$ cat config.mk
export PLATFORM = sky130hd
export DESIGN_NAME = bbr_cell
export DESIGN_NICKNAME = d
export VERILOG_FILES = /design/src/sv/box_blur_3x3_rgb_assert.svh /design/src/sv/bbr_pkg.sv /design/src/sv/bbr_cell.sv
export SDC_FILE = /design/constraint.sdc
export NUM_CORES = 1
export LEC_CHECK = 0
export BUFFER_PORTS_ARGS = -buffer_cell sky130_fd_sc_hd__buf_4
export CORE_AREA = 2 2 116 118
export DETAILED_ROUTE_END_ITERATION = 10
export DIE_AREA = 0 0 118 120
export GPL_TIMING_DRIVEN = 0
export HOLD_SLACK_MARGIN = 0.05
export PLACE_DENSITY = 0.61
export RECOVER_POWER = 100
export SLEW_MARGIN = 0
export SYNTH_ARGS = -nofsm -noshare
export SYNTH_HDL_FRONTEND = slang
export SYNTH_SLANG_ARGS = --single-unit
$ cat constraint.sdc
create_clock -name i_clk -period 5.9 [get_ports i_clk]
set_input_delay 1.77 -clock i_clk [delete_from_list [all_inputs] [get_ports i_clk]]
set_output_delay 1.77 -clock i_clk [all_outputs]
set_load 0.03 [all_outputs]
$ cat src/sv/box_blur_3x3_rgb_assert.svh
// ----------------------------------------------------------------------------
// box_blur_3x3_rgb assertion macros
// shared concurrent assertion forms, reset-qualified, error report only
// ----------------------------------------------------------------------------
`ifndef BOX_BLUR_3X3_RGB_ASSERT_SVH
`define BOX_BLUR_3X3_RGB_ASSERT_SVH

// same-cycle implication
`define BBR_ASSERT_IMP(lbl, clk, rst_n, ante, cons) \
    lbl: assert property (@(posedge clk) disable iff (!rst_n) (ante) |-> (cons)) \
        else $error("bbr assertion failed");

// next-cycle implication
`define BBR_ASSERT_NXT(lbl, clk, rst_n, ante, cons) \
    lbl: assert property (@(posedge clk) disable iff (!rst_n) (ante) |=> (cons)) \
        else $error("bbr assertion failed");

`endif

$ cat src/sv/bbr_pkg.sv
// ----------------------------------------------------------------------------
// bbr_pkg
// types, constants and helper functions of the 3x3 rgb box blur
// ----------------------------------------------------------------------------
package bbr_pkg;

    localparam int MAX_WIDTH  = 1024;
    localparam int MAX_HEIGHT = 1024;

    localparam int CFG_W  = 11;
    localparam int DATA_W = 32;
    localparam int ADDR_W = 3;
    localparam int W_W    = $clog2(MAX_WIDTH + 1);
    localparam int H_W    = $clog2(MAX_HEIGHT + 1);
    localparam int COL_W  = $clog2(MAX_WIDTH);
    localparam int ROW_W  = $clog2(MAX_HEIGHT + 2);
    localparam int PIX_W  = 24;

    localparam int CSUM_W   = 10;
    localparam int SUM_W    = 12;
    localparam int SUM_MAX  = 9 * 255;
    localparam int RECIP9   = 7282;
    localparam int RECIP_W  = 13;
    localparam int RECIP_SH = 16;
    localparam int PROD_W   = SUM_W + RECIP_W;

    localparam logic [CFG_W-1:0] DIM_RESET = CFG_W'(1024);

    localparam logic OP_PIXEL = 1'b0;
    localparam logic OP_FLUSH = 1'b1;

    localparam int  REG_SEL_BIT     = 2;
    localparam logic REG_FRAME_WIDTH  = 1'b0;
    localparam logic REG_FRAME_HEIGHT = 1'b1;

    typedef struct packed {
        logic       opcode;
        logic [7:0] red_in;
        logic [7:0] green_in;
        logic [7:0] blue_in;
    } t_pix_in;

    typedef struct packed {
        logic [7:0] red_out;
        logic [7:0] green_out;
        logic [7:0] blue_out;
        logic       frame_last;
    } t_pix_out;

    typedef struct packed {
        logic [7:0] r;
        logic [7:0] g;
        logic [7:0] b;
    } t_rgb;

    typedef struct packed {
        t_rgb top;
        t_rgb mid;
        t_rgb bot;
    } t_col;

    typedef struct packed {
        logic [CSUM_W-1:0] r;
        logic [CSUM_W-1:0] g;
        logic [CSUM_W-1:0] b;
    } t_csum;

    typedef struct packed {
        logic [SUM_W-1:0] r;
        logic [SUM_W-1:0] g;
        logic [SUM_W-1:0] b;
    } t_sum;

    typedef struct packed {
        logic             emit;
        logic             redge;
        logic             top_ok;
        logic             use_c1;
        logic             last;
        logic [COL_W-1:0] addr;
        t_rgb             px;
    } t_ctrl;

    function automatic logic [W_W-1:0] clamp_width(input logic [CFG_W-1:0] v);
        logic [W_W-1:0] res;
        if (v == '0) begin
            res = W_W'(1);
        end else if (32'(v) > MAX_WIDTH) begin
            res = W_W'(MAX_WIDTH);
        end else begin
            res = W_W'(v);
        end
        return res;
    endfunction

    function automatic logic [H_W-1:0] clamp_height(input logic [CFG_W-1:0] v);
        logic [H_W-1:0] res;
        if (v == '0) begin
            res = H_W'(1);
        end else if (32'(v) > MAX_HEIGHT) begin
            res = H_W'(MAX_HEIGHT);
        end else begin
            res = H_W'(v);
        end
        return res;
    endfunction

    function automatic t_csum col_sum(input t_col c, input logic top_ok);
        t_csum s;
        s.r = CSUM_W'(c.mid.r) + CSUM_W'(c.bot.r) + (top_ok ? CSUM_W'(c.top.r) : '0);
        s.g = CSUM_W'(c.mid.g) + CSUM_W'(c.bot.g) + (top_ok ? CSUM_W'(c.top.g) : '0);
        s.b = CSUM_W'(c.mid.b) + CSUM_W'(c.bot.b) + (top_ok ? CSUM_W'(c.top.b) : '0);
        return s;
    endfunction

    function automatic logic [7:0] div9(input logic [SUM_W-1:0] x);
        logic [PROD_W-1:0] p;
        p = PROD_W'(x) * PROD_W'(RECIP9);
        return p[RECIP_SH+7:RECIP_SH];
    endfunction

endpackage

$ cat src/sv/bbr_cell.sv
// ----------------------------------------------------------------------------
// bbr_cell
// one window column cell: holds three pixels, passes them on at each shift
// ----------------------------------------------------------------------------
module bbr_cell (
    input  logic          i_clk,
    input  logic          i_load,
    input  bbr_pkg::t_col i_col,
    input  logic          i_top_ok,
    output bbr_pkg::t_col o_col,
    output bbr_pkg::t_csum o_sum
);

    bbr_pkg::t_col r_col;

    always_ff @(posedge i_clk) begin
        if (i_load) begin
            r_col <= i_col;
        end
    end

    assign o_col = r_col;
    assign o_sum = bbr_pkg::col_sum(r_col, i_top_ok);

endmodule

==> impl_metrics.env <==
export IMPL_placed_area_um2=5306
export IMPL_drv_cap=1
export IMPL_status="finished, violations left"
export IMPL_grt_pass1_wl_um=14430
export IMPL_grtUsageMet3=0.04135
export IMPL_critical_path_class="input pin to output port"
export IMPL_pin_count=177
export IMPL_final_common_cell="clkbuf_1"
export IMPL_final_util=0.4197
export IMPL_cp_start_kind="input pin"
export IMPL_worstMarginPinSlew_ps=3926
export IMPL_area_growth_pct=44.70
export IMPL_dpl_hpwl_um=7186
export IMPL_cts_tree="built"
export IMPL_antennaDiodeCount=0
export IMPL_ys_seq_elements=72
export IMPL_drc=0
export IMPL_grt_pass1_vias=2907
export IMPL_arrival_ps=4090
export IMPL_start_util=0.2901
export IMPL_die_y_um=120
export IMPL_path_max_fanout=6
export IMPL_period_share=0.9934
export IMPL_cts_buffer_depth=2
export IMPL_grt_usage=0.1351
export IMPL_hold_viol_final=0
export IMPL_vias_per_cell=4.280
export IMPL_num_nets_final=586
export IMPL_total_power_uw=1993
export IMPL_root_buffer="clkbuf_16"
export IMPL_clk_pin_slew_ps=50
export IMPL_drtPass1Iterations=7
export IMPL_syn_area_um2=3765
export IMPL_largest_reg_flops=72
export IMPL_vias=2752
export IMPL_hold_buffers=0
export IMPL_post_route_min_period_ps=5861
export IMPL_max_clock_freq_mhz=170.6
export IMPL_whs_path_depth=1
export IMPL_wl_per_cell_um=14.35
export IMPL_synth_warnings=0
export IMPL_min_path_type="input pin to flop"
export IMPL_rsz0062_at_grt="yes"
export IMPL_design_area_um2=5448
export IMPL_antenna_found_initial=0
export IMPL_nFillCells=1281
export IMPL_numPortBuffers=176
export IMPL_power_leakage_uw=0.002233
export IMPL_timing_hold_ws_ps=1629
export IMPL_cts_max_level=3
export IMPL_powerDensity_nw_per_um2=365.8
export IMPL_drt_wl_total_um=9226
export IMPL_drive_above_1_share=0.2741
export IMPL_synthCells=266
export IMPL_clock_sinks=72
export IMPL_syn_num_nets=389
export IMPL_gr_usage_met2=0.2271
export IMPL_worst_ep_required_time_ps=4130
export IMPL_synth_area_per_cell_um2=14.15
export IMPL_ir_drop_v=0.0001806
export IMPL_met1_usage=0.1556
export IMPL_cts_buffers=9
export IMPL_grt_busiest_layer="met2"
export IMPL_synth_distinct_cells=25
export IMPL_die_area_um2=14160
export IMPL_drtIter0Drc=163
export IMPL_final_cell_mix="86 x clkbuf_1, 72 x clkbuf_4, 72 x edfxtp_1"
export IMPL_crit_end="o_sum[7]"
export IMPL_ys_seq_area_frac=0.5743
export IMPL_overflow=0
export IMPL_rows=42
export IMPL_maxSlewViolCount=73
export IMPL_end_kind="output port"
export IMPL_startpoint="i_top_ok"
export IMPL_die_width_um=118
export IMPL_setup_viol=0
export IMPL_core_um2=12980
export IMPL_grt_start_max_net_pins=73
export IMPL_ant_nets=0
export IMPL_violations="max-capacitance violations, max-slew violations"
export IMPL_gp_congestion=0.7298
export IMPL_slew_headroom=-1.617
==> cell families after synthesis <==
| family | count (synthesis) | share of synthesized area |
|---|---|---|
| AO/OA/AOI/OAI | 40 | 0.06414 |
| XOR/XNOR | 16 | 0.03722 |
| adder cells (fa/ha/maj) | 48 | 0.2134 |
| buffers and inverters | 39 | 0.03888 |
| flip-flops | 72 | 0.5743 |
| AND/OR/NAND/NOR | 51 | 0.07212 |
==> power by group <==
group	total (µW)	internal, µW	switching (µW)
Combinational	884	329	555
Sequential	639	613	25.4
Clock	470	280	191
==> what timing repair did <==
item	in CTS	in global routing
pin swaps	6	12
endpoints found under the setup margin	20	4
setup buffers	7	3
cloned	0	0
gates resized for setup	22	4
==> critical path, stage by stage <==
cell and delay (ps):
buf_12 110, clkbuf_16 150, and2_4 130, fa_1 430, ha_2 220, inv_2 60
fa_2 220, nor2b_4 50, o31a_1 250, buf_4 140, buf_4 140, o211ai_1 170
nand3_2 90, buf_6 150
==> metrics by stage <==
step	setup WS, ps	TNS, ps	std cells
global placement	-575.4	-5156	618
finish	38.94	0	643
detailed placement	-630.2	-6205	618
floorplan	73.42	0	266
CTS	-102.2	-102.2	640
global route	-42.67	-42.67	643
==> worst min path at each step <==
| stage | startpoint | to | slack, ps |
|---|---|---|---|
| 6_report | i_col[6] | o_col[6]$_DFFE_PP_ | 1630 |
| 5_1_grt | i_col[36] | o_col[36]$_DFFE_PP_ | 1610 |
| 4_1_cts | i_col[51] | o_col[51]$_DFFE_PP_ | 1590 |
| 3_5_place_dp | i_col[36] | o_col[36]$_DFFE_PP_ | 1950 |
| 3_3_place_gp | i_col[14] | o_col[14]$_DFFE_PP_ | 1950 |
| 2_1_floorplan | i_col[0] | o_col[0]$_DFFE_PP_ | 1870 |
==> routing by layer <==
metal | vias up | part of all wire
met2 | 101 | 0.51
met4 | 0 | 0.021
met5 | - | 0
li1 | 1327 | -
met1 | 1312 | 0.41
met3 | 12 | 0.066
==> synthesized netlist by cell type <==
library cell	n	area share
nand2_1	16	0.016
nand2b_1	1	0.0017
a221oi_1	2	0.0047
o21ai_0	7	0.0093
nand3_1	1	0.0013
o211a_1	1	0.0027
o211ai_1	7	0.014
or4_1	1	0.0020
fa_1	27	0.14
clkbuf_1	2	0.0020
a21oi_1	19	0.025
ha_1	21	0.070
nor2b_1	3	0.0050
edfxtp_1	72	0.57
and2_1	17	0.028
nor2_1	4	0.0040
inv_1	37	0.037
o21a_1	3	0.0060
o31a_1	1	0.0023
or3_1	1	0.0017
nor3_1	4	0.0053
xnor2_1	12	0.028
nor4_1	2	0.0033
xor2_1	4	0.0093
nor2b_4	1	0.0037
==> cell type report <==
cell class,count,area (µm²),share of cell area
Buffer,2,50.05,0.009187
Timing Repair Buffer,186,1121,0.2058
Clock buffer,13,240.2,0.04410
Clock inverter,2,7.507,0.001378
Sequential cell,72,2162,0.3969
Tap cell,176,220.2,0.04042
Inverter,37,138.9,0.02549
Multi-Input combinational cell,155,1508,0.2768
Power figures use the tool's default switching activity.
