==> config.mk <==
export PLATFORM = sky130hd
export DESIGN_NAME = bbr_ctrl
export DESIGN_NICKNAME = d
export VERILOG_FILES = /design/src/sv/box_blur_3x3_rgb_assert.svh /design/src/sv/bbr_pkg.sv /design/src/sv/bbr_ctrl.sv
export SDC_FILE = /design/constraint.sdc
export NUM_CORES = 1
export LEC_CHECK = 0
export ABC_AREA = 0
export BUFFER_PORTS_ARGS = -buffer_cell sky130_fd_sc_hd__buf_2
export CORE_MARGIN = 2
export CORE_UTILIZATION = 51
export DETAILED_ROUTE_END_ITERATION = 6
export GPL_TIMING_DRIVEN = 0
export PLACE_DENSITY_LB_ADDON = 0.15
export SYNTH_ARGS = -nofsm -noshare
export SYNTH_HDL_FRONTEND = slang
export SYNTH_SLANG_ARGS = --single-unit
==> constraint.sdc <==
create_clock -name i_clk -period 3.5 [get_ports i_clk]
set_input_delay 0.7 -clock i_clk [delete_from_list [all_inputs] [get_ports i_clk]]
set_output_delay 0.7 -clock i_clk [all_outputs]
set_load 0.1 [all_outputs]
==> src/sv/box_blur_3x3_rgb_assert.svh <==
// ----------------------------------------------------------------------------
// box_blur_3x3_rgb assertion macros
// shared concurrent assertion forms, reset-qualified, error report only
// ----------------------------------------------------------------------------
`ifndef BOX_BLUR_3X3_RGB_ASSERT_SVH
`define BOX_BLUR_3X3_RGB_ASSERT_SVH

// same-cycle implication
`define BBR_ASSERT_IMP(lbl, clk, rst_n, ante, cons) \
    lbl: assert property (@(posedge clk) disable iff (!rst_n) (ante) |-> (cons)) \
        else $error("bbr assertion failed");

// next-cycle implication
`define BBR_ASSERT_NXT(lbl, clk, rst_n, ante, cons) \
    lbl: assert property (@(posedge clk) disable iff (!rst_n) (ante) |=> (cons)) \
        else $error("bbr assertion failed");

`endif

==> src/sv/bbr_pkg.sv <==
// ----------------------------------------------------------------------------
// bbr_pkg
// types, constants and helper functions of the 3x3 rgb box blur
// ----------------------------------------------------------------------------
package bbr_pkg;

    localparam int MAX_WIDTH  = 1024;
    localparam int MAX_HEIGHT = 1024;

    localparam int CFG_W  = 11;
    localparam int DATA_W = 32;
    localparam int ADDR_W = 3;
    localparam int W_W    = $clog2(MAX_WIDTH + 1);
    localparam int H_W    = $clog2(MAX_HEIGHT + 1);
    localparam int COL_W  = $clog2(MAX_WIDTH);
    localparam int ROW_W  = $clog2(MAX_HEIGHT + 2);
    localparam int PIX_W  = 24;

    localparam int CSUM_W   = 10;
    localparam int SUM_W    = 12;
    localparam int SUM_MAX  = 9 * 255;
    localparam int RECIP9   = 7282;
    localparam int RECIP_W  = 13;
    localparam int RECIP_SH = 16;
    localparam int PROD_W   = SUM_W + RECIP_W;

    localparam logic [CFG_W-1:0] DIM_RESET = CFG_W'(1024);

    localparam logic OP_PIXEL = 1'b0;
    localparam logic OP_FLUSH = 1'b1;

    localparam int  REG_SEL_BIT     = 2;
    localparam logic REG_FRAME_WIDTH  = 1'b0;
    localparam logic REG_FRAME_HEIGHT = 1'b1;

    typedef struct packed {
        logic       opcode;
        logic [7:0] red_in;
        logic [7:0] green_in;
        logic [7:0] blue_in;
    } t_pix_in;

    typedef struct packed {
        logic [7:0] red_out;
        logic [7:0] green_out;
        logic [7:0] blue_out;
        logic       frame_last;
    } t_pix_out;

    typedef struct packed {
        logic [7:0] r;
        logic [7:0] g;
        logic [7:0] b;
    } t_rgb;

    typedef struct packed {
        t_rgb top;
        t_rgb mid;
        t_rgb bot;
    } t_col;

    typedef struct packed {
        logic [CSUM_W-1:0] r;
        logic [CSUM_W-1:0] g;
        logic [CSUM_W-1:0] b;
    } t_csum;

    typedef struct packed {
        logic [SUM_W-1:0] r;
        logic [SUM_W-1:0] g;
        logic [SUM_W-1:0] b;
    } t_sum;

    typedef struct packed {
        logic             emit;
        logic             redge;
        logic             top_ok;
        logic             use_c1;
        logic             last;
        logic [COL_W-1:0] addr;
        t_rgb             px;
    } t_ctrl;

    function automatic logic [W_W-1:0] clamp_width(input logic [CFG_W-1:0] v);
        logic [W_W-1:0] res;
        if (v == '0) begin
            res = W_W'(1);
        end else if (32'(v) > MAX_WIDTH) begin
            res = W_W'(MAX_WIDTH);
        end else begin
            res = W_W'(v);
        end
        return res;
    endfunction

    function automatic logic [H_W-1:0] clamp_height(input logic [CFG_W-1:0] v);
        logic [H_W-1:0] res;
        if (v == '0) begin
            res = H_W'(1);
        end else if (32'(v) > MAX_HEIGHT) begin
            res = H_W'(MAX_HEIGHT);
        end else begin
            res = H_W'(v);
        end
        return res;
    endfunction

    function automatic t_csum col_sum(input t_col c, input logic top_ok);
        t_csum s;
        s.r = CSUM_W'(c.mid.r) + CSUM_W'(c.bot.r) + (top_ok ? CSUM_W'(c.top.r) : '0);
        s.g = CSUM_W'(c.mid.g) + CSUM_W'(c.bot.g) + (top_ok ? CSUM_W'(c.top.g) : '0);
        s.b = CSUM_W'(c.mid.b) + CSUM_W'(c.bot.b) + (top_ok ? CSUM_W'(c.top.b) : '0);
        return s;
    endfunction

    function automatic logic [7:0] div9(input logic [SUM_W-1:0] x);
        logic [PROD_W-1:0] p;
        p = PROD_W'(x) * PROD_W'(RECIP9);
        return p[RECIP_SH+7:RECIP_SH];
    endfunction

endpackage

==> src/sv/bbr_ctrl.sv <==
// ----------------------------------------------------------------------------
// bbr_ctrl
// input raster position, edge masks and end of frame detection
// ----------------------------------------------------------------------------
module bbr_ctrl (
    input  logic                      i_clk,
    input  logic                      i_rst_n,
    input  logic                      i_clear,
    input  logic                      i_fire,
    input  bbr_pkg::t_pix_in          i_item,
    input  logic [bbr_pkg::W_W-1:0]   i_width,
    input  logic [bbr_pkg::H_W-1:0]   i_height,
    output logic                      o_keep,
    output bbr_pkg::t_ctrl            o_ctrl
);

    logic [bbr_pkg::COL_W-1:0] r_col, n_col;
    logic [bbr_pkg::ROW_W-1:0] r_row, n_row;
    logic [bbr_pkg::COL_W:0]   col_inc;
    logic                      tail;
    logic                      redge;
    logic                      intr;

    always_comb begin
        tail  = r_row >= bbr_pkg::ROW_W'(i_height);
        redge = (r_col == '0) && (r_row >= bbr_pkg::ROW_W'(2));
        intr  = (r_col != '0) && (r_row != '0);

        o_keep = !((i_item.opcode == bbr_pkg::OP_FLUSH) && !tail);

        o_ctrl.emit   = redge || intr;
        o_ctrl.redge  = redge;
        o_ctrl.top_ok = redge ? (r_row >= bbr_pkg::ROW_W'(3)) : (r_row >= bbr_pkg::ROW_W'(2));
        o_ctrl.use_c1 = redge ? (i_width >= bbr_pkg::W_W'(2))
                              : (r_col >= bbr_pkg::COL_W'(2));
        o_ctrl.last   = redge &&
                        (r_row == bbr_pkg::ROW_W'(i_height) + bbr_pkg::ROW_W'(1));
        o_ctrl.addr   = r_col;
        o_ctrl.px.r   = tail ? 8'd0 : i_item.red_in;
        o_ctrl.px.g   = tail ? 8'd0 : i_item.green_in;
        o_ctrl.px.b   = tail ? 8'd0 : i_item.blue_in;

        col_inc = {1'b0, r_col} + (bbr_pkg::COL_W + 1)'(1);
        n_col   = r_col;
        n_row   = r_row;
        if (i_clear) begin
            n_col = '0;
            n_row = '0;
        end else if (i_fire && o_keep) begin
            if (o_ctrl.last) begin
                n_col = '0;
                n_row = '0;
            end else if (col_inc >= (bbr_pkg::COL_W + 1)'(i_width)) begin
                n_col = '0;
                n_row = r_row + bbr_pkg::ROW_W'(1);
            end else begin
                n_col = col_inc[bbr_pkg::COL_W-1:0];
            end
        end
    end

    always_ff @(posedge i_clk) begin
        if (!i_rst_n) begin
            r_col <= '0;
            r_row <= '0;
        end else begin
            r_col <= n_col;
            r_row <= n_row;
        end
    end

endmodule

==> summary.md, run 1 <==
| Metric | Value |
|---|---|
| DRT Pass-1 Iters | 4 |
| Setup Crit Path Kind | in -> out |
| Setup violations, final | 0 |
| Final hold viol count | 0 |
| Dominant synthesized flop cell | dfxtp_1 |
| IO Pins | 91 |
| RR Startpoint | r_col[4]$_SDFFE_PP0P_ |
| Crit path capture type | output port |
| Vias in the first global route | about 2600 |
| Vias | 2888 |
| Die area | 0.00565 mm2 |
| Slew HR | 0.644 |
| Leak Pwr | roughly 0.0016 uW |
| Non-Filler Instances | around 510 |
| Critical-path maximum fanout | 3 |
| Initial Util | 0.536 |
| DP Wirelength | ~5.6 mm |
| Sequential area share after synthesis | 0.163 |
| Synthesized area | 0.00258 mm2 |
| Fill cells | about 480 |
| Final period utilization | 0.975 |
| Synthesized flop and latch total | 21 |
| I/O Buffers | 89 |
| YS warnings | 0 |
| Total of max-cap violations | 0 |
| Core ar. | 0.00482 mm2 |
| DP Worst Slack | -192 ps |
| Clock slew at reported path FFs | approximately 80 ps |
| Slew @ Worst Pin | 534 ps |
| Tmin final | 3410 ps |
| CTS max path bufs | 2 |
| Synth Area per Inst | 7.49 um2 |
| F_max | 293 MHz |
| Clock skew | 4.60 ps |
| Cell count after synthesis | 345 |
| Post-DRT Antenna Nets | 0 |
| R2R Path End | r_row[10]$_SDFFE_PP0P_ |
| GRT overflow | 0 |
| Drt wl/cell | 14.3 um |
| Die height | 75.2 um |
| GRT Total Usage | 0.252 |
| CP required | 2800 ps |
| Inserted Diodes | 0 |
| WHS Path Cells | 2 |
| Wirelength, routed | 7.27 mm |
| Slew Viols, Final | 0 |
| CTS tree | done |
| CTS H-tree lvls | 1 |
| Initial antenna violation count | 0 |
| Most frequent cells in the layout | buf_2 (70), nand3_1 (33), inv_1 (31) |
| Post-Route Setup TNS | 0 ps |
| Post-Synthesis Net Count | around 430 |
| Layout area overhead | 28.0% |
| Status | finished, final reports clean |
| Placed cells | 501 |
| Most common cell after layout, fill and taps aside | buf_2 |
| VDD IR-drop max | roughly 0.00013 V |
| Post-synth cell types | 59 |
| Final worst slack | 88.2 ps |
| Layout cell share with drive strength beyond 1 | 0.346 |
| First-pass GRT wire length | around 11 mm |
| CTS buffer count | 3 |
| Pin count of the biggest net entering global routing | 13 |
| RePlAce Congestion | 0.866 |
| Total power | 665 uW |
| Arrival @ worst endpoint | 2710 ps |
| Post-route DRC | 0 |
| Pwr dens | 201 mW/mm2 |
| DR iter-0 viols | 101 |
| Share of synthesized flip-flops with an asynchronous set or reset | 0 |
| Worst setup SP type | input port |
| Cells on worst reg2reg path | 13 |
| HP Start | r_col[1]$_SDFFE_PP0P_ |
| Hold-fix buffer count after cts | 0 |
| Clock sinks | 21 |
| Row count | 25 |
| Clk_lat worst skew | 270 ps |
| Root Driver | clkbuf_8 |
| R2R setup slack | roughly 210 ps |
| Hold Crit Class | reg -> reg |
| EDFF count, synth | 0 |
| DIE WIDTH | 75.2 um |
| Nets@finish | between 500 and 600 |
| Via density | about 5.7 |
| RSZ-0062 raised after global routing | true |
| WHS Endpoint | r_col[1]$_SDFFE_PP0P_ |
-- what timing repair did --
action	4_1_cts	5_1_grt
endpoints found under the setup margin	20	34
endpoints found under the hold margin	0	0
gates resized for setup	22	12
setup buffers	0	4
gates cloned	0	0
-- per-stage QoR --
stage,utilization,instance area (um2),hold slack (ps)
3_5_place_dp,0.654,3150,504
4_1_cts,0.675,3250,517
5_1_grt,0.686,3310,543
2_1_floorplan,-,2620,533
6_report,0.686,3310,512
3_3_place_gp,0.654,3150,496
-- Yosys cell counts (5+ instances only) --
| cell type | n | area [um2] |
|---|---|---|
| a211o_1 | 5 | 43.8 |
| nor2_1 | 13 | 48.8 |
| and4_1 | 5 | 43.8 |
| dfxtp_1 | 21 | 420 |
| a31oi_1 | 7 | 43.8 |
| clkbuf_1 | 15 | 56.3 |
| and3_1 | 8 | 50.1 |
| a21oi_1 | 12 | 60.1 |
| nor4_1 | 8 | 50.1 |
| nand2_1 | 27 | 101 |
| inv_1 | 31 | 116 |
| nand3_1 | 33 | 165 |
| xnor2_1 | 12 | 105 |
| nand4_1 | 13 | 81.3 |
| and2_1 | 26 | 163 |
| ha_1 | 29 | 363 |
| xor2_1 | 6 | 52.6 |
-- worst max-delay path, stage by stage --
cell	delay [ps]
buf_2	100
ha_1	220
nand3_1	100
xnor2_1	140
or4_4	540
nor4_1	300
nand3_1	200
inv_1	90
clkbuf_4	320
-- where the power goes --
group	switching (uW)	total [uW]	internal, uW
registers	0.853	240	239
clock network	85.9	165	79.5
logic	186	260	73.9
-- state kept, by name, indices dropped and copies added, names as in the netlist --
| name | cells |
|---|---|
| r_row | 11 |
| r_col | 10 |
-- worst max-delay path by stage --
| stage | startpoint | to | slack, ps | depth (start not counted) |
|---|---|---|---|---|
| 6_report | i_height[0] | o_ctrl[34] | 90 | 9 |
| 5_1_grt | r_col[4]$_SDFFE_PP0P_ | r_row[10]$_SDFFE_PP0P_ | -40 | 13 |
| 4_1_cts | i_height[0] | o_ctrl[34] | 10 | 9 |
| 3_5_place_dp | i_height[5] | o_ctrl[10] | -190 | 10 |
| 3_3_place_gp | i_height[5] | o_ctrl[0] | -130 | 10 |
| 2_1_floorplan | r_col[6]$_SDFFE_PP0P_ | r_row[10]$_SDFFE_PP0P_ | 90 | 11 |
-- cell type report --
cell class	instances	area [um2]	area share
clock buffers	3	41.3	0.0125
inverters	31	116	0.0352
flip-flops and latches	21	427	0.129
multi-input cells	270	1990	0.601
clock inverters	1	5.00	0.00151
repair buffers	93	528	0.160
plain buffers	23	118	0.0356
well taps	67	83.8	0.0253
-- cell families after synthesis --
group / Yosys count / synth area share
flops: 21 / 0.163
buf+inv: 54 / 0.0886
xor+xnor: 19 / 0.0673
fa+ha+maj: 29 / 0.140
compound gates: 59 / 0.169
mux: 1 / 0.00436
simple gates: 162 / 0.368
-- per-layer routing --
metal  GRT usage  wire length, um  vias up
li1            -                -     1444
met1       0.306             3120     1355
met2       0.477             3780       80
met3     0.00937              252        9
met4      0.0780              121        0
met5           0                0        -
Note: power is estimated with default switching activity, not from simulation.
==> run 2, diff against run 1 <==
==> constraint.sdc (replaced) <==
create_clock -name i_clk -period 3.6 [get_ports i_clk]
set_input_delay 0.72 -clock i_clk [delete_from_list [all_inputs] [get_ports i_clk]]
set_output_delay 0.72 -clock i_clk [all_outputs]
set_load 0.1 [all_outputs]
==> run 2 against run 1 <==
  * Via count is 0.80% lower
  * Cell count is 0.39% lower
  * Clock skew is 2.8 ps lower
  * Combinational power is 5% lower
  * First-iteration DRC count is 13% higher
  * Setup slack better by 85 ps
  * Die area stayed put
  * Non-clock buffer count is 2 lower
  * Design area is 0.79% lower
  * Power is 3.3% lower
  * Critical endpoint unchanged
==> summary.md, run 2 (same netlist as run 1, synthesis figures left out) <==
| Metric | Value |
|---|---|
| CTS tree | done |
| First-pass GRT wire length | 10.9 mm (-2.9%) |
| DP Worst Slack | -105 ps (+87.3 ps) |
| F_max | 292 MHz |
| Fill cells | 457 (-3.8%) |
| GRT Total Usage | 0.246 (-0.00599) |
| Post-Route Setup TNS | 0 ps (unchanged) |
| Pwr dens | 196 mW/mm2 (-2.5%) |
| Core ar. | 0.00482 mm2 (unchanged) |
| Max reg flops | 11 (unchanged) |
| Crit-path most repeated cell | nand3_1 |
| Row count | 25 (unchanged) |
| Hold Crit Class | reg -> reg |
| CTS buffer count | 3 (unchanged) |
| Total power | 643 uW (-3.3%) |
| Die area | 0.00565 mm2 (unchanged) |
| Cells on worst reg2reg path | 12 (-1) |
| Post-route DRC | 0 (unchanged) |
| Arrival @ worst endpoint | 2710 ps (about the same) |
| Most common cell after layout, fill and taps aside | buf_2 |
| Slew Viols, Final | 0 (unchanged) |
| Setup violations, final | 0 (unchanged) |
| Critical-path maximum fanout | 3 (unchanged) |
| Final period utilization | 0.952 |
| Slew @ Worst Pin | 513 ps (-21.2 ps) |
| CP Cell Sequence | buf_2, ha_1, nand3_1, xnor2_1, or4_4, nor4_1, nand3_1, inv_1, clkbuf_4 |
| DR iter-0 viols | 114 (+13%) |
| I/O Buffers | 89 (unchanged) |
| Drt wl/cell | 14.0 um (-2.2%) |
| VDD IR-drop max | 0.000150 V (+17%) |
| Inserted Diodes | 0 (unchanged) |
| Total of max-cap violations | 0 (unchanged) |
| Hold-fix buffer count after cts | 0 (unchanged) |
| Most frequent cells in the layout | buf_2 (70), nand3_1 (32), inv_1 (31) |
| Largest stage delay, worst path | 540 ps (about the same) |
| Status | finished, final reports clean |
| Worst setup SP type | input port |
| DP Wirelength | 5.55 mm (-1.5%) |
| Clock skew | 1.77 ps (-2.82 ps) |
| Vias | 2865 (-0.80%) |
| CP required | 2880 ps (+80 ps) |
| DRT Pass-1 Iters | 4 (unchanged) |
| Slew HR | 0.658 (+0.0142) |
| Wirelength, routed | 7.08 mm (-2.6%) |
| Final worst slack | 173 ps (+84.8 ps) |
| Placed cells | 501 (unchanged) |
| Nets@finish | 521 (-0.38%) |
| Via density | 5.65 (-0.41%) |
| Top reg by flops | r_row |
| GRT overflow | 0 (unchanged) |
| Setup Crit Path Kind | in -> out |
| Clock slew at reported path FFs | 80 ps (about the same) |
| Layout area overhead | 27.0% |
| Largest registers | r_row: 11 flops, r_col: 10 flops |
| RSZ-0062 raised after global routing | false |
| Tmin final | 3430 ps |
| Leak Pwr | 0.00163 uW (-0.76%) |
| Pin count of the biggest net entering global routing | 12 (-1) |
| IO Pins | 91 (unchanged) |
| CTS H-tree lvls | 1 (unchanged) |
| Crit path capture type | output port |
| WHS Path Cells | 2 (unchanged) |
| Clk_lat worst skew | 260 ps (about the same) |
| Initial Util | 0.536 (unchanged) |
| Non-Filler Instances | 507 (-0.39%) |
| Vias in the first global route | 2477 (-5.3%) |
| RePlAce Congestion | 0.914 (+5.6%) |
| CP max-delay cell | or4_4 |
| DIE WIDTH | 75.2 um (unchanged) |
| Die height | 75.2 um (unchanged) |
| Root Driver | clkbuf_8 |
| Post-DRT Antenna Nets | 0 (unchanged) |
| Layout cell share with drive strength beyond 1 | 0.300 (-0.0462) |
| CTS max path bufs | 2 (unchanged) |
| Final hold viol count | 0 (unchanged) |
| Clock sinks | 21 (unchanged) |
| Initial antenna violation count | 0 (unchanged) |
## run 2: cell types whose count changed in the layout (fill, tap and decap cells not counted), sizes merged
cell    delta
buf        -1
clkinv     -1
## run 2: area by class of cell
class / instances / area, um2 / share of cell area
multi-input cells: 270 / 1970 / 0.602
repair buffers: 92 / 520 / 0.159
flip-flops and latches: 21 / 427 / 0.130
inverters: 31 / 116 / 0.0355
plain buffers: 22 / 114 / 0.0347
well taps: 67 / 83.8 / 0.0256
clock buffers: 4 / 45.0 / 0.0137
## run 2: worst paths after layout
kind	startpoint	slack, ps	end
worst min register to register	r_col[0]$_SDFFE_PP0P_	500	r_col[0]$_SDFFE_PP0P_
worst max-delay path	i_height[0]	170	o_ctrl[34]
worst max register to register	r_col[2]$_SDFFE_PP0P_	290	r_row[10]$_SDFFE_PP0P_
worst min-delay path	r_col[0]$_SDFFE_PP0P_	500	r_col[0]$_SDFFE_PP0P_
## run 2: where the power goes
| group | leakage, uW | switching [uW] | internal, uW |
|---|---|---|---|
| Clock | 0.0000228 | 83.1 | 79.0 |
| Sequential | 0.000172 | 0.720 | 232 |
| Combinational | 0.00144 | 179 | 68.7 |
## run 2: per-stage QoR
| stage | hold WS [ps] | util | cell area [um2] |
|---|---|---|---|
| 2_1_floorplan | 533 | - | 2590 |
| 3_3_place_gp | 487 | 0.648 | 3120 |
| 3_5_place_dp | 490 | 0.648 | 3120 |
| 4_1_cts | 501 | 0.669 | 3220 |
| 5_1_grt | 523 | 0.681 | 3280 |
| 6_report | 501 | 0.681 | 3280 |
## run 2: layer usage
layer / wire (um) / vias to the layer above / global-route usage
met5: 0 / - / 0
met4: 125 / 0 / 0.0819
met3: 344 / 11 / 0.0335
met2: 3500 / 78 / 0.425
met1: 3110 / 1337 / 0.315
li1: - / 1439 / -
## run 2: worst max-delay path, delay by kind of cell
family                     cells  cell delay (ps)
adders and majority gates      1              200
buffers and inverters          3              510
xor gates and xnor gates       1              130
and+or+nand+nor                4             1130
## run 2: what timing repair did
action | CTS | global route
hold endpoints to repair | 0 | 0
setup buffers | 0 | 3
gates resized for setup | 21 | 16
endpoints found under the setup margin | 21 | 36
==> run 3, diff against run 2 <==
--- a/config.mk
+++ b/config.mk
@@ -5,10 +5,11 @@
 export SDC_FILE = /design/constraint.sdc
 export NUM_CORES = 1
 export LEC_CHECK = 0
-export ABC_AREA = 0
+export ABC_AREA = 1
 export BUFFER_PORTS_ARGS = -buffer_cell sky130_fd_sc_hd__buf_2
 export CORE_MARGIN = 2
-export CORE_UTILIZATION = 51
+export CORE_UTILIZATION = 54
+export CTS_BUF_LIST = sky130_fd_sc_hd__clkbuf_2
 export DETAILED_ROUTE_END_ITERATION = 6
 export GPL_TIMING_DRIVEN = 0
 export PLACE_DENSITY_LB_ADDON = 0.15
==> run 3 against run 2 <==
  * Clock power decreased by 34%
  * Flip-flop and latch count unchanged
  * Power is 4.8% lower
  * First-iteration DRC count grew 57%
  * Synthesized area is 12% higher
  * Non-clock buffer count down 13
  * Die area is 5.8% higher
  * Cell count grew 31%
  * Fmax increased by 1.0%
  * Combinational power is 8.9% higher
  * Routed wire length increased by 3.5%
  * Critical path type unchanged
==> summary.md, run 3 <==
| Metric | Value |
|---|---|
| Status | finished, final reports clean |
| Clock slew at reported path FFs | 220 ps (+140 ps) |
| Final Util | 0.678 (-0.00285) |
| Hold Crit Class | reg -> reg |
| Met3 routed WL | 316 um (-8.1%) |
| Most frequent cells in the layout | nand2_1 (123), buf_2 (94), inv_1 (90) |
| Layout cell share with drive strength beyond 1 | 0.230 (-0.0697) |
| Net Sw Frac | 0.462 (+0.0530) |
| Placed cells | 661 (+32%) |
| Via density | 4.97 (-12%) |
| Post-synth cell types | 39 (-34%) |
| Layout area overhead | 20.1% |
| Total of max-cap violations | 0 (unchanged) |
| Max Used Layer | met4 |
| Synthesized area | 0.00290 mm2 (+12%) |
| Slew @ Worst Pin | 499 ps (-14.2 ps) |
| I/O Buffers | 90 (+1.1%) |
| Wirelength, routed | 7.32 mm (+3.5%) |
| Clock power frac | 0.175 (-0.077) |
| Share of the synthesized area in the top cell type | 0.159 (-0.00366) |
| NetSw | 283 uW (+7.5%) |
| Top reg by flops | r_row |
| Vias in the first global route | 3074 (+24%) |
| DP Wirelength | 6.16 mm (+11%) |
| First-pass GRT wire length | 13.0 mm (+19%) |
| Tmin final | 3390 ps (-34.6 ps) |
| Metal1 wirelength | 3.00 mm (-3.6%) |
| Synthesized flop and latch total | 21 (unchanged) |
| GRT Total Usage | 0.258 (+0.0123) |
| Non-Filler Instances | 665 (+31%) |
| Sequential Power Share | 0.383 (+0.020) |
| VDD IR-drop max | 0.000147 V (-1.8%) |
| Clk_lat worst skew | 330 ps (+70 ps) |
| Pin count of the biggest net entering global routing | 12 (unchanged) |
| Setup violations, final | 0 (unchanged) |
| Clock skew | 9.01 ps (+7.24 ps) |
| CTS H-tree lvls | 1 (unchanged) |
| Share of synthesized flip-flops with an asynchronous set or reset | 0 (unchanged) |
| R2R setup slack | 400 ps (+110 ps) |
| Leak Pwr | 0.00204 uW (+25%) |
| Slew Viols, Final | 0 (unchanged) |
| Design Area, Final | 0.00349 mm2 (+6.3%) |
| Vias | 3307 (+15%) |
| RR Startpoint | r_col[1]$_SDFFE_PP0P_ |
| CP required | 2880 ps (about the same) |
| Logic pwr share | 0.442 (+0.057) |
| HP Start | r_col[5]$_SDFFE_PP0P_ |
| Hold_ws | 514 ps (+12.7 ps) |
| YS warnings | 0 (unchanged) |
| Post-route DRC | 0 (unchanged) |
| CTS buffer count | 3 (unchanged) |
| Initial Util | 0.565 (+0.0284) |
| Count leader, synth | nand2_1 |
| Die area | 0.00598 mm2 (+5.8%) |
| Post-Synthesis Net Count | 581 (+37%) |
| Inserted Diodes | 0 (unchanged) |
| Met2 routed WL | 3.95 mm (+13%) |
| Clock sinks | 21 (unchanged) |
| Power Internal | 329 uW (-13%) |
| RePlAce Congestion | 0.912 (-0.21%) |
| Sequential area share after synthesis | 0.145 (-0.0179) |
| CTS max path bufs | 2 (unchanged) |
| F_max | 295 MHz (+1.0%) |
| Max reg flops | 11 (unchanged) |
| Initial antenna violation count | 0 (unchanged) |
| DR iter-0 viols | 179 (+57%) |
| Final worst slack | 208 ps (+34.6 ps) |
| Hold-fix buffer count after cts | 0 (unchanged) |
| GRT overflow | 0 (unchanged) |
| Cells on worst reg2reg path | 12 (unchanged) |
| Row count | 26 (+4.0%) |
| Post-synth top cells | nand2_1 (123), inv_1 (90), nor2_1 (75) |
| DIE WIDTH | 77.3 um (+2.8%) |
| Critical-path maximum fanout | 10 (+7) |
| Dominant synthesized flop cell | dfxtp_1 |
| R2R Path End | r_col[2]$_SDFFE_PP0P_ |
| Placed instance area | 0.00346 mm2 (+11%) |
| Slew HR | 0.670 (+0.0118) |
| Drt wl/cell | 11.0 um (-21%) |
| Area leader, netlist | nand2_1 |
| Arrival @ worst endpoint | 2670 ps (-40 ps) |
| Die height | 77.3 um (+2.8%) |
| Root Driver | clkbuf_2 |
| Crit path capture type | output port |
| Worst setup SP type | input port |
| Synth Area per Inst | 5.79 um2 (-23%) |
| Setup Crit Path Kind | in -> out |
| WHS Path Cells | 2 (unchanged) |
| EDFF count, synth | 0 (unchanged) |
| Core ar. | 0.00514 mm2 (+6.7%) |
| WHS Endpoint | r_col[5]$_SDFFE_PP0P_ |
| DRT Pass-1 Iters | 4 (unchanged) |
| Most common cell after layout, fill and taps aside | nand2_1 |
| Largest registers | r_row: 11 flops, r_col: 10 flops |
| Pwr dens | 176 mW/mm2 (-10%) |
| Nets@finish | 676 (+30%) |
| RSZ-0062 raised after global routing | false |
| IO Pins | 91 (unchanged) |
| DP Worst Slack | 212 ps (+317 ps) |
| Synth area leaders | nand2_1 (16%), dfxtp_1 (14%), ha_1 (13%) |
| CTS tree | done |
| Final period utilization | 0.942 (-0.00962) |
| Cell count after synthesis | 501 (+45%) |
| Post-DRT Antenna Nets | 0 (unchanged) |
| Final hold viol count | 0 (unchanged) |
==> run 3: cell types whose count changed in the layout (fill, tap and decap cells not counted), sizes merged, moves of 10 or more <==
| cell | delta |
|---|---|
| inv | +61 |
| nand3 | +16 |
| a21oi | +17 |
| and2 | -26 |
| xnor2 | -11 |
| clkbuf | -13 |
| nor2 | +70 |
| nor4 | -10 |
| nand2 | +103 |
==> run 3: per-stage QoR <==
step | TNS (ps) | power (uW)
floorplan | -3070 | 442
global placement | 0 | 504
detailed placement | 0 | 509
CTS | 0 | 614
global route | 0 | 647
finish | 0 | 612
==> run 3: timing repair <==
action	CTS	global route
setup endpoints to repair	0	1
buffers inserted	0	0
gates resized for setup	0	1
==> run 3: cell type report <==
cell class | count | area (um2)
plain buffers | 11 | 77.6
clock buffers | 4 | 20.0
fillers | 549 | 1650
inverters | 93 | 349
multi-input cells | 376 | 2080
flip-flops and latches | 21 | 420
well taps | 70 | 87.6
repair buffers | 90 | 453
==> run 3: worst max-delay path by stage <==
stage          cells after the start          to             startpoint  slack, ps
6_report                           9  o_ctrl[21]            i_height[8]        210
5_1_grt                            9   o_ctrl[6]            i_height[8]          4
4_1_cts                            9  o_ctrl[18]            i_height[8]        190
3_5_place_dp                       9  o_ctrl[18]            i_height[8]        210
3_3_place_gp                       9   o_ctrl[6]            i_height[8]        250
2_1_floorplan                      7  o_ctrl[35]  r_col[0]$_SDFFE_PP0P_       -220
==> run 3: worst max-delay path: stages <==
cell and delay (ps):
buf_2 90, inv_1 60, ha_1 320, a21o_1 180
a21oi_1 180, nand4_2 240, clkbuf_1 300, nor2_1 140
buf_2 440
==> run 3: cells by family (layout without fill, tap and decap cells) <==
family / Yosys count / after routing / synth area share
and+or+nand+nor: 289 / 289 / 0.454
adders and majority gates: 29 / 29 / 0.125
DFF: 21 / 21 / 0.145
xor gates and xnor gates: 15 / 15 / 0.0453
buffers and inverters: 104 / 198 / 0.147
AOI/OAI and AO/OA: 43 / 43 / 0.0836
==> run 3: metal layers <==
layer | up-vias | global-route usage
met5 | - | 0
met3 | 4 | 0.0353
met4 | 0 | 0.0357
li1 | 1757 | -
met1 | 1477 | 0.293
met2 | 69 | 0.514
==> run 3: power by group through the flow <==
stage | Combinational, uW | Sequential (uW) | Clock [uW]
floorplan | 200 | 242 | 0
global placement | 265 | 239 | 0
detailed placement | 270 | 239 | 0
CTS | 271 | 235 | 108
global route | 294 | 235 | 118
finish | 270 | 235 | 107
